**src/hdl/vmix_pkg.sv**
```systemverilog
package vmix_pkg;

  localparam int unsigned LaneW = 16;
  localparam int unsigned ProdW = 31;
  localparam int unsigned QuotW = 17;
  localparam int unsigned CfgIdxW = 2;

  localparam logic [LaneW-1:0] LaneMax = 16'h7FFF;
  localparam logic [LaneW-1:0] LaneMin = 16'h8000;
  localparam logic [LaneW-1:0] UnityGain = 16'h8000;
  localparam logic [LaneW-1:0] PanFull = 16'd32767;

  localparam logic [CfgIdxW-1:0] RegStereoOut = 2'd0;
  localparam logic [CfgIdxW-1:0] RegEightBit = 2'd1;
  localparam logic [CfgIdxW-1:0] RegUnsigned = 2'd2;

  localparam logic [1:0] DupNone = 2'd0;
  localparam logic [1:0] DupLane0 = 2'd1;
  localparam logic [1:0] DupLane1 = 2'd2;

  typedef struct packed {
    logic capture;
    logic gain_en;
    logic scale_en;
    logic div_en;
    logic acc_en;
    logic out_load;
  } dp_cmd_t;

  typedef struct packed {
    logic last;
  } dp_sts_t;

  // floor(p / 32767) for p <= 2^30, via shift and at most two corrections
  function automatic logic [QuotW-1:0] div_lane_max(input logic [ProdW-1:0] p);
    logic [QuotW-1:0] q0;
    logic [QuotW-1:0] rem;
    logic [QuotW-1:0] q;
    q0 = {1'b0, p[ProdW-1:15]};
    rem = {2'b00, p[14:0]} + q0;
    if (rem >= 17'd65534) begin
      q = q0 + 17'd2;
    end else if (rem >= 17'd32767) begin
      q = q0 + 17'd1;
    end else begin
      q = q0;
    end
    return q;
  endfunction

  // apply sign to magnitude and saturate to a signed lane
  function automatic logic [LaneW-1:0] signed_sat(input logic neg, input logic [QuotW-1:0] q);
    logic [LaneW-1:0] r;
    if (neg) begin
      if (q >= 17'd32768) begin
        r = LaneMin;
      end else begin
        r = ~q[LaneW-1:0] + 16'd1;
      end
    end else begin
      if (q >= 17'd32767) begin
        r = LaneMax;
      end else begin
        r = q[LaneW-1:0];
      end
    end
    return r;
  endfunction

  function automatic logic [LaneW-1:0] add_sat(input logic [LaneW-1:0] a,
                                              input logic [LaneW-1:0] b);
    logic [LaneW:0] s;
    logic [LaneW-1:0] r;
    s = {a[LaneW-1], a} + {b[LaneW-1], b};
    if (s[LaneW] != s[LaneW-1]) begin
      r = s[LaneW] ? LaneMin : LaneMax;
    end else begin
      r = s[LaneW-1:0];
    end
    return r;
  endfunction

endpackage

```
**src/hdl/vmix_ctrl.sv**
```systemverilog
module vmix_ctrl (
  input  logic              clk,
  input  logic              rst_n,
  input  logic              in_valid,
  output logic              in_ready,
  output logic              out_valid,
  input  logic              out_ready,
  output vmix_pkg::dp_cmd_t cmd,
  input  vmix_pkg::dp_sts_t sts
);
  import vmix_pkg::*;

  typedef enum logic [2:0] {
    S_IDLE,
    S_GAIN,
    S_SCALE,
    S_DIV,
    S_ACC,
    S_EMIT
  } state_t;

  state_t state_r;
  logic   out_valid_r;
  logic   out_space;

  assign out_space = !out_valid_r || out_ready;
  assign in_ready = (state_r == S_IDLE);
  assign out_valid = out_valid_r;

  always_comb begin
    cmd = '0;
    cmd.capture = (state_r == S_IDLE) && in_valid;
    cmd.gain_en = (state_r == S_GAIN);
    cmd.scale_en = (state_r == S_SCALE);
    cmd.div_en = (state_r == S_DIV);
    cmd.acc_en = (state_r == S_ACC);
    cmd.out_load = (state_r == S_EMIT) && out_space;
  end

  always_ff @(posedge clk) begin
    if (!rst_n) begin
      state_r <= S_IDLE;
      out_valid_r <= 1'b0;
    end else begin
      if (cmd.out_load) begin
        out_valid_r <= 1'b1;
      end else if (out_ready) begin
        out_valid_r <= 1'b0;
      end
      unique case (state_r)
        S_IDLE: begin
          if (in_valid) begin
            state_r <= S_GAIN;
          end
        end
        S_GAIN:  state_r <= S_SCALE;
        S_SCALE: state_r <= S_DIV;
        S_DIV:   state_r <= S_ACC;
        S_ACC:   state_r <= sts.last ? S_EMIT : S_IDLE;
        S_EMIT: begin
          if (out_space) begin
            state_r <= S_IDLE;
          end
        end
        default: state_r <= S_IDLE;
      endcase
    end
  end

  a_load_needs_space: assert property (@(posedge clk) disable iff (!rst_n)
    cmd.out_load |-> (!out_valid_r || out_ready))
    else $error("output register overwritten");

  a_load_sets_valid: assert property (@(posedge clk) disable iff (!rst_n)
    cmd.out_load |=> out_valid_r)
    else $error("result not shown after load");

  a_acc_after_div: assert property (@(posedge clk) disable iff (!rst_n)
    cmd.acc_en |-> $past(cmd.div_en))
    else $error("accumulate without divide step");

  a_accept_starts: assert property (@(posedge clk) disable iff (!rst_n)
    (in_valid && in_ready) |=> (state_r == S_GAIN))
    else $error("accepted transaction not started");

endmodule

```
**src/hdl/vmix_dp.sv**
```systemverilog
module vmix_dp (
  input  logic              clk,
  input  logic              rst_n,
  input  vmix_pkg::dp_cmd_t cmd,
  output vmix_pkg::dp_sts_t sts,
  input  logic              cfg_stereo,
  input  logic              cfg_eight,
  input  logic              cfg_unsigned,
  input  logic [15:0]       in_sample_low_lane,
  input  logic [15:0]       in_sample_high_lane,
  input  logic [15:0]       in_level,
  input  logic [15:0]       in_pan,
  input  logic [1:0]        in_dup_mode,
  input  logic              in_first_voice,
  input  logic              in_last_voice,
  output logic [15:0]       mixed_low_lane,
  output logic [15:0]       mixed_high_lane
);
  import vmix_pkg::*;

  logic [LaneW-1:0] raw [2];
  logic [LaneW-1:0] lane_in [2];
  logic [LaneW-1:0] fac [2];
  logic [LaneW-1:0] level_c;
  logic [LaneW-1:0] pan_c;
  logic [2*LaneW-1:0] gain_prod [2];
  logic [2*LaneW-1:0] scale_prod [2];
  logic [LaneW-1:0] acc_lane [2];
  logic [LaneW-1:0] acc_new [2];
  logic [LaneW-1:0] out_lane [2];

  logic             neg_r [2];
  logic [LaneW-1:0] mag_r [2];
  logic [LaneW-1:0] fac_r [2];
  logic [LaneW-1:0] level_r;
  logic [LaneW-1:0] gain_r [2];
  logic [ProdW-1:0] prod_r [2];
  logic [LaneW-1:0] scaled_r [2];
  logic             first_r;
  logic             last_r;
  logic [LaneW-1:0] acc_r [2];
  logic [LaneW-1:0] mixed_r [2];

  always_comb begin
    raw[0] = cfg_eight ? {in_sample_low_lane[7:0], 8'h00} : in_sample_low_lane;
    raw[1] = cfg_eight ? {in_sample_high_lane[7:0], 8'h00} : in_sample_high_lane;
    for (int k = 0; k < 2; k++) begin
      raw[k] = raw[k] ^ {cfg_unsigned, 15'b0};
    end
    priority if (in_dup_mode == DupLane0) begin
      lane_in[0] = raw[0];
      lane_in[1] = raw[0];
    end else if (in_dup_mode == DupLane1) begin
      lane_in[0] = raw[1];
      lane_in[1] = raw[1];
    end else begin
      lane_in[0] = raw[0];
      lane_in[1] = raw[1];
    end
    level_c = (in_level > UnityGain) ? UnityGain : in_level;
    pan_c = (in_pan == LaneMin) ? (~PanFull + 16'd1) : in_pan;
    if (pan_c[LaneW-1]) begin
      fac[0] = PanFull + pan_c;
      fac[1] = UnityGain;
    end else begin
      fac[0] = UnityGain;
      fac[1] = PanFull - pan_c;
    end
  end

  always_comb begin
    for (int k = 0; k < 2; k++) begin
      gain_prod[k] = {16'b0, fac_r[k]} * {16'b0, level_r};
      scale_prod[k] = {16'b0, mag_r[k]} * {16'b0, gain_r[k]};
      acc_lane[k] = cfg_eight ? {acc_r[k][15:8], 8'h00} : acc_r[k];
      acc_new[k] = first_r ? scaled_r[k] : add_sat(scaled_r[k], acc_lane[k]);
      if (cfg_eight) begin
        acc_new[k] = {acc_new[k][15:8], 8'h00};
        out_lane[k] = {8'h00, acc_r[k][15:8] ^ {cfg_unsigned, 7'b0}};
      end else begin
        out_lane[k] = acc_r[k] ^ {cfg_unsigned, 15'b0};
      end
    end
  end

  always_ff @(posedge clk) begin
    for (int k = 0; k < 2; k++) begin
      if (cmd.capture) begin
        neg_r[k] <= lane_in[k][LaneW-1];
        mag_r[k] <= lane_in[k][LaneW-1] ? (~lane_in[k] + 16'd1) : lane_in[k];
        fac_r[k] <= fac[k];
      end
      if (cmd.gain_en) begin
        gain_r[k] <= cfg_stereo ? gain_prod[k][30:15] : level_r;
      end
      if (cmd.scale_en) begin
        prod_r[k] <= scale_prod[k][ProdW-1:0];
      end
      if (cmd.div_en) begin
        scaled_r[k] <= signed_sat(neg_r[k], div_lane_max(prod_r[k]));
      end
      if (cmd.out_load) begin
        mixed_r[k] <= out_lane[k];
      end
    end
    if (cmd.capture) begin
      level_r <= level_c;
      first_r <= in_first_voice;
      last_r <= in_last_voice;
    end
  end

  always_ff @(posedge clk) begin
    if (!rst_n) begin
      acc_r[0] <= '0;
      acc_r[1] <= '0;
    end else if (cmd.acc_en) begin
      acc_r[0] <= acc_new[0];
      acc_r[1] <= acc_new[1];
    end
  end

  assign sts.last = last_r;
  assign mixed_low_lane = mixed_r[0];
  assign mixed_high_lane = mixed_r[1];

  a_eight_low_clear: assert property (@(posedge clk) disable iff (!rst_n)
    (cmd.acc_en && cfg_eight) |=> (acc_r[0][7:0] == 8'h00 && acc_r[1][7:0] == 8'h00))
    else $error("low byte kept in 8-bit mode");

  a_first_loads: assert property (@(posedge clk) disable iff (!rst_n)
    (cmd.acc_en && first_r && !cfg_eight) |=> (acc_r[0] == $past(scaled_r[0])))
    else $error("first voice did not load accumulator");

  a_gain_bound: assert property (@(posedge clk) disable iff (!rst_n)
    $past(cmd.gain_en) |-> (gain_r[0] <= UnityGain && gain_r[1] <= UnityGain))
    else $error("loudness above unity");

endmodule

```
**src/hdl/voice_mixer_gain_pan_saturate.sv**
```systemverilog
// a last voice raises out_valid once the emit state has loaded the output register; emit waits for output space
// a new voice is accepted only in idle, once the previous one is through; each voice walks
// capture, loudness multiply, sample multiply, divide by 32767, accumulate
// output register frees the input side while a result waits
// reset (rst_n low, synchronous): accumulator cleared, stereo_out 1,
// eight_bit_mode 0, unsigned_samples 0, no result pending
module voice_mixer_gain_pan_saturate (
  input  logic                         clk,
  input  logic                         rst_n,
  input  logic                         cfg_we,
  input  logic [vmix_pkg::CfgIdxW-1:0] cfg_index,
  input  logic [0:0]                   cfg_data,
  input  logic                         in_valid,
  output logic                         in_ready,
  input  logic [15:0]                  in_sample_low_lane,
  input  logic [15:0]                  in_sample_high_lane,
  input  logic [15:0]                  in_level,
  input  logic signed [15:0]           in_pan,
  input  logic [1:0]                   in_dup_mode,
  input  logic                         in_first_voice,
  input  logic                         in_last_voice,
  output logic                         out_valid,
  input  logic                         out_ready,
  output logic [15:0]                  out_mixed_low_lane,
  output logic [15:0]                  out_mixed_high_lane
);
  import vmix_pkg::*;

  dp_cmd_t cmd;
  dp_sts_t sts;
  logic    stereo_out_r;
  logic    eight_bit_mode_r;
  logic    unsigned_samples_r;

  always_ff @(posedge clk) begin
    if (!rst_n) begin
      stereo_out_r <= 1'b1;
      eight_bit_mode_r <= 1'b0;
      unsigned_samples_r <= 1'b0;
    end else if (cfg_we) begin
      unique case (cfg_index)
        RegStereoOut: stereo_out_r <= cfg_data[0];
        RegEightBit:  eight_bit_mode_r <= cfg_data[0];
        RegUnsigned:  unsigned_samples_r <= cfg_data[0];
        default: ;
      endcase
    end
  end

  vmix_ctrl u_ctrl (
    .clk       (clk),
    .rst_n     (rst_n),
    .in_valid  (in_valid),
    .in_ready  (in_ready),
    .out_valid (out_valid),
    .out_ready (out_ready),
    .cmd       (cmd),
    .sts       (sts)
  );

  vmix_dp u_dp (
    .clk                 (clk),
    .rst_n               (rst_n),
    .cmd                 (cmd),
    .sts                 (sts),
    .cfg_stereo          (stereo_out_r),
    .cfg_eight           (eight_bit_mode_r),
    .cfg_unsigned        (unsigned_samples_r),
    .in_sample_low_lane  (in_sample_low_lane),
    .in_sample_high_lane (in_sample_high_lane),
    .in_level            (in_level),
    .in_pan              (in_pan),
    .in_dup_mode         (in_dup_mode),
    .in_first_voice      (in_first_voice),
    .in_last_voice       (in_last_voice),
    .mixed_low_lane      (out_mixed_low_lane),
    .mixed_high_lane     (out_mixed_high_lane)
  );

endmodule
```
**config.mk**
```make
export PLATFORM = sky130hd
export DESIGN_NAME = voice_mixer_gain_pan_saturate
export DESIGN_NICKNAME = d
export VERILOG_FILES = /design/src/hdl/vmix_pkg.sv /design/src/hdl/vmix_ctrl.sv /design/src/hdl/vmix_dp.sv /design/src/hdl/voice_mixer_gain_pan_saturate.sv
export SDC_FILE = /design/constraint.sdc
export NUM_CORES = 2
export LEC_CHECK = 0
export BUFFER_PORTS_ARGS = -buffer_cell sky130_fd_sc_hd__buf_2
export CAP_MARGIN = 0
export CORE_AREA = 2 2 385 387
export CTS_CLUSTER_DIAMETER = 50
export DETAILED_ROUTE_END_ITERATION = 10
export DIE_AREA = 0 0 387 389
export PLACE_DENSITY = 0.51
export SLEW_MARGIN = 20
export SYNTH_ARGS = -nofsm -noshare
export SYNTH_HDL_FRONTEND = slang
export SYNTH_SLANG_ARGS = --single-unit
```
**constraint.sdc**
```tcl
create_clock -name clk -period 8.2 [get_ports clk]
set_input_delay 0.41 -clock clk [delete_from_list [all_inputs] [get_ports clk]]
set_output_delay 0.41 -clock clk [all_outputs]
set_load 0.01 [all_outputs]
```
==> results.md <==
* Final min period at 7625 ps
* Remaining DRCs at 0
* Worst setup SP type: flop
* Gp weighted congestion at 0.8701
* Final cycle utilization of the critical path at 92.98%
* Dpl hpwl at 101800 um
* Area occupied by multi-input gates at 36570 um^2
* Worst-path fanout max at 16
* Hold Fails Final Rpt at 0
* Die H at 389 um
* Flip-flop and latch area at 8373 um^2
* Hold crit path type: in2reg
* Relative slew slack at 33.96%
* Nature of the critical path endpoint: flop
* Layout cells sized above 1 at 6.216%
* Die Span X at 387 um
* Area after DPL at 51970 um^2
* RSZ-0062 raised after global routing: no
* Layout area overhead at 8.603%
* First-pass GRT wire length at 209000 um
* Post-synth EDFFs at 274
* Setup TNS at 0 ps
* Synth warnings at 0
* Remaining antenna violation count after routing at 0
* # fillers at 14980
* FMAX at 131.2 MHz
* Cell row count at 141
* Postcts setup bufs at 0
* CP delay by family, top: adder cells
* Mean area per synthesized cell at 9.278 um^2
* CP max stage cell: edfxtp_1
* GRT Total Usage at 17.37%
* CTS tree: built
* First drt pass iteration count at 5
* Synth Cell Area at 49390 um^2
* Iter 0 DRT Violations at 1892
* Area of the die at 150500 um^2
* PortBufs at 109
* Final wirelength at 129300 um
* Initial antenna violation count at 9
* Root Driver: clkbuf_16
* Crit Path Class: reg2reg
* Count of pins over their slew limit at 0
* Num CTS Buffers at 47
* I/O pin count at 110
* Clock Skew at 73.90 ps
* H-tree depth at 2
* CP required at 8540 ps
* Register area share after synthesis at 16.94%
* Status: completed
* Final Setup Violations at 0
* R2R setup slack at 580 ps
* Vias in the first global route at 37520
* Main synth FF type: edfxtp_1
* Clk_lat worst skew at 630 ps
* Clock transition at path regs at 60 ps
* Hold WS at 88.43 ps
* Number of max-cap violations at 0
* Via count at 35920
* Net Count, Synth at 6640
* # clock sinks at 281
* Remaining Overflow, GRT at 0
* Syn Inst Count at 5323
* Final WS setup at 575.5 ps
* Pre-CTS setup slack at 590.5 ps
* Worst-margin pin slew at 990.6 ps
* Worst path most repeated cell: fa_1
* Max clock buf depth at 3
* Buf+Inv Stages, Crit Path at 5
* Final instance area at 53640 um^2
* Starting density of the core at 33.69%
* FFs w/ async S/R, synth at 0%
* Count of different cell masters after synthesis at 94
* Slowest stage delay, CP at 690 ps
* Seq cells post-synth at 281
* Nets at 6635
* Largest net degree at the start of global routing at 70
* Vias per cell at 4.928
* CORE AREA at 146600 um^2
* CP arrival at 7970 ps
* Wire per inst at 17.74 um
==> tightest hold or removal path, cell delays in order <==
cell	delay [ps]
buf_2	80
nand2b_1	100
a21boi_0	70
==> state kept, by name, summed over array words and instances (netlist names), 2 cells and up <==
name	flops
u_dp.acc_r	32
u_ctrl.state_r	3
u_dp.gain_r	32
u_dp.scaled_r	32
u_dp.mag_r	32
u_dp.prod_r	62
u_dp.neg_r	2
u_dp.level_r	16
u_dp.fac_r	32
u_dp.mixed_r	32
==> area by class of cell <==
cell class	instances	area share, %
repair buffers	173	1.922
multi-input cells	3855	68.18
diodes	1	0.004665
clock buffers	47	2.193
flip-flops and latches	281	15.61
clock inverters	41	0.8701
inverters	960	6.718
well taps	1930	4.502
==> per-layer routing <==
| layer | track usage [%] | vias to the layer above | share of wire [%] | routed length [um] |
|---|---|---|---|---|
| li1 | - | 16950 | - | - |
| met1 | 23.96 | 18130 | 47 | 60240 |
| met2 | 29.31 | 689 | 47 | 61300 |
| met3 | 2.391 | 135 | 4.4 | 5673 |
| met4 | 3.023 | 14 | 1.5 | 1980 |
| met5 | 0 | - | 0.080 | 103 |
==> synthesized netlist by cell type (7+ instances only) <==
| cell | number | share of area (%) |
|---|---|---|
| and4_1 | 7 | 0.12 |
| clkbuf_1 | 210 | 1.6 |
| a21boi_0 | 7 | 0.11 |
| o22ai_1 | 8 | 0.10 |
| a21oi_1 | 175 | 1.8 |
| ha_1 | 467 | 12 |
| nor2b_1 | 104 | 1.3 |
| o21a_1 | 28 | 0.43 |
| edfxtp_1 | 274 | 17 |
| a211o_1 | 12 | 0.21 |
| and3_1 | 31 | 0.39 |
| o21ai_0 | 121 | 1.2 |
| inv_1 | 959 | 7.3 |
| xnor2_1 | 140 | 2.5 |
| o21bai_1 | 14 | 0.21 |
| nor3_1 | 58 | 0.59 |
| or4_1 | 7 | 0.11 |
| nand4_1 | 28 | 0.35 |
| nor2_1 | 207 | 1.6 |
| a211oi_1 | 65 | 0.99 |
| mux2_2 | 22 | 0.50 |
| or2_2 | 16 | 0.20 |
| a41oi_1 | 11 | 0.20 |
| a31oi_1 | 13 | 0.16 |
| or3_1 | 8 | 0.10 |
| nand3_1 | 48 | 0.49 |
| a21o_1 | 65 | 0.99 |
| o211ai_1 | 19 | 0.29 |
| mux2i_1 | 38 | 0.77 |
| o31ai_1 | 13 | 0.20 |
| nand2b_1 | 28 | 0.35 |
| xor2_1 | 53 | 0.94 |
| dfxtp_1 | 7 | 0.28 |
| nand2_1 | 665 | 5.1 |
| a311oi_1 | 7 | 0.12 |
| buf_1 | 7 | 0.053 |
| nor4_1 | 15 | 0.19 |
| fa_1 | 774 | 31 |
| and2_1 | 470 | 6.0 |
==> what timing repair did <==
action / 4_1_cts / 5_1_grt
gates resized for setup: 0 / 0
hold buffers: 2 / 0
endpoints found under the hold margin: 2 / 0
==> logic make-up (layout without fill, tap and decap cells) <==
logic type / Yosys count / in the layout / share of synthesized area [%]
other: 0 / 1 / 0
adder cells (fa/ha/maj): 1244 / 1244 / 43.27
multiplexers: 60 / 60 / 1.272
flip-flops: 281 / 281 / 16.94
AO/OA/AOI/OAI: 633 / 633 / 8.515
XOR/XNOR: 194 / 194 / 3.456
AND/OR/NAND/NOR: 1724 / 1724 / 17.45
buffers and inverters: 1187 / 1221 / 9.098
==> worst paths after layout <==
path	start	to	depth (start not counted)
max	u_dp.fac_r[0][9]	u_dp.gain_r[0][15]	26
min	out_ready	u_ctrl.out_valid	3
max reg2reg	u_dp.fac_r[0][9]	u_dp.gain_r[0][15]	26
min reg2reg	u_ctrl.out_valid	u_ctrl.out_valid	2
==> stage by stage <==
step,cells,utilization [%]
after floorplan,5323,-
after global placement,7197,35.45
after detailed placement,7197,35.45
after CTS,7287,36.58
after global routing,7287,36.58
final,7288,36.59
==> cell usage in the layout, fill, tap and decap left out, types with 31 or more instances in the layout <==
cell type and instances:
inv_1 959, fa_1 774, nand2_1 665, and2_1 469, ha_1 467, edfxtp_1 274, nor2_1 206, a21oi_1 175
xnor2_1 139, o21ai_0 120, buf_2 109, nor2b_1 103, a211oi_1 65, a21o_1 65, buf_4 62, nor3_1 58
xor2_1 53, nand3_1 48, clkbuf_16 47, mux2i_1 38, and3_1 31
Power is not shown: default switching activity piles up to over one toggle a cycle in this logic, so the estimate is an artifact.
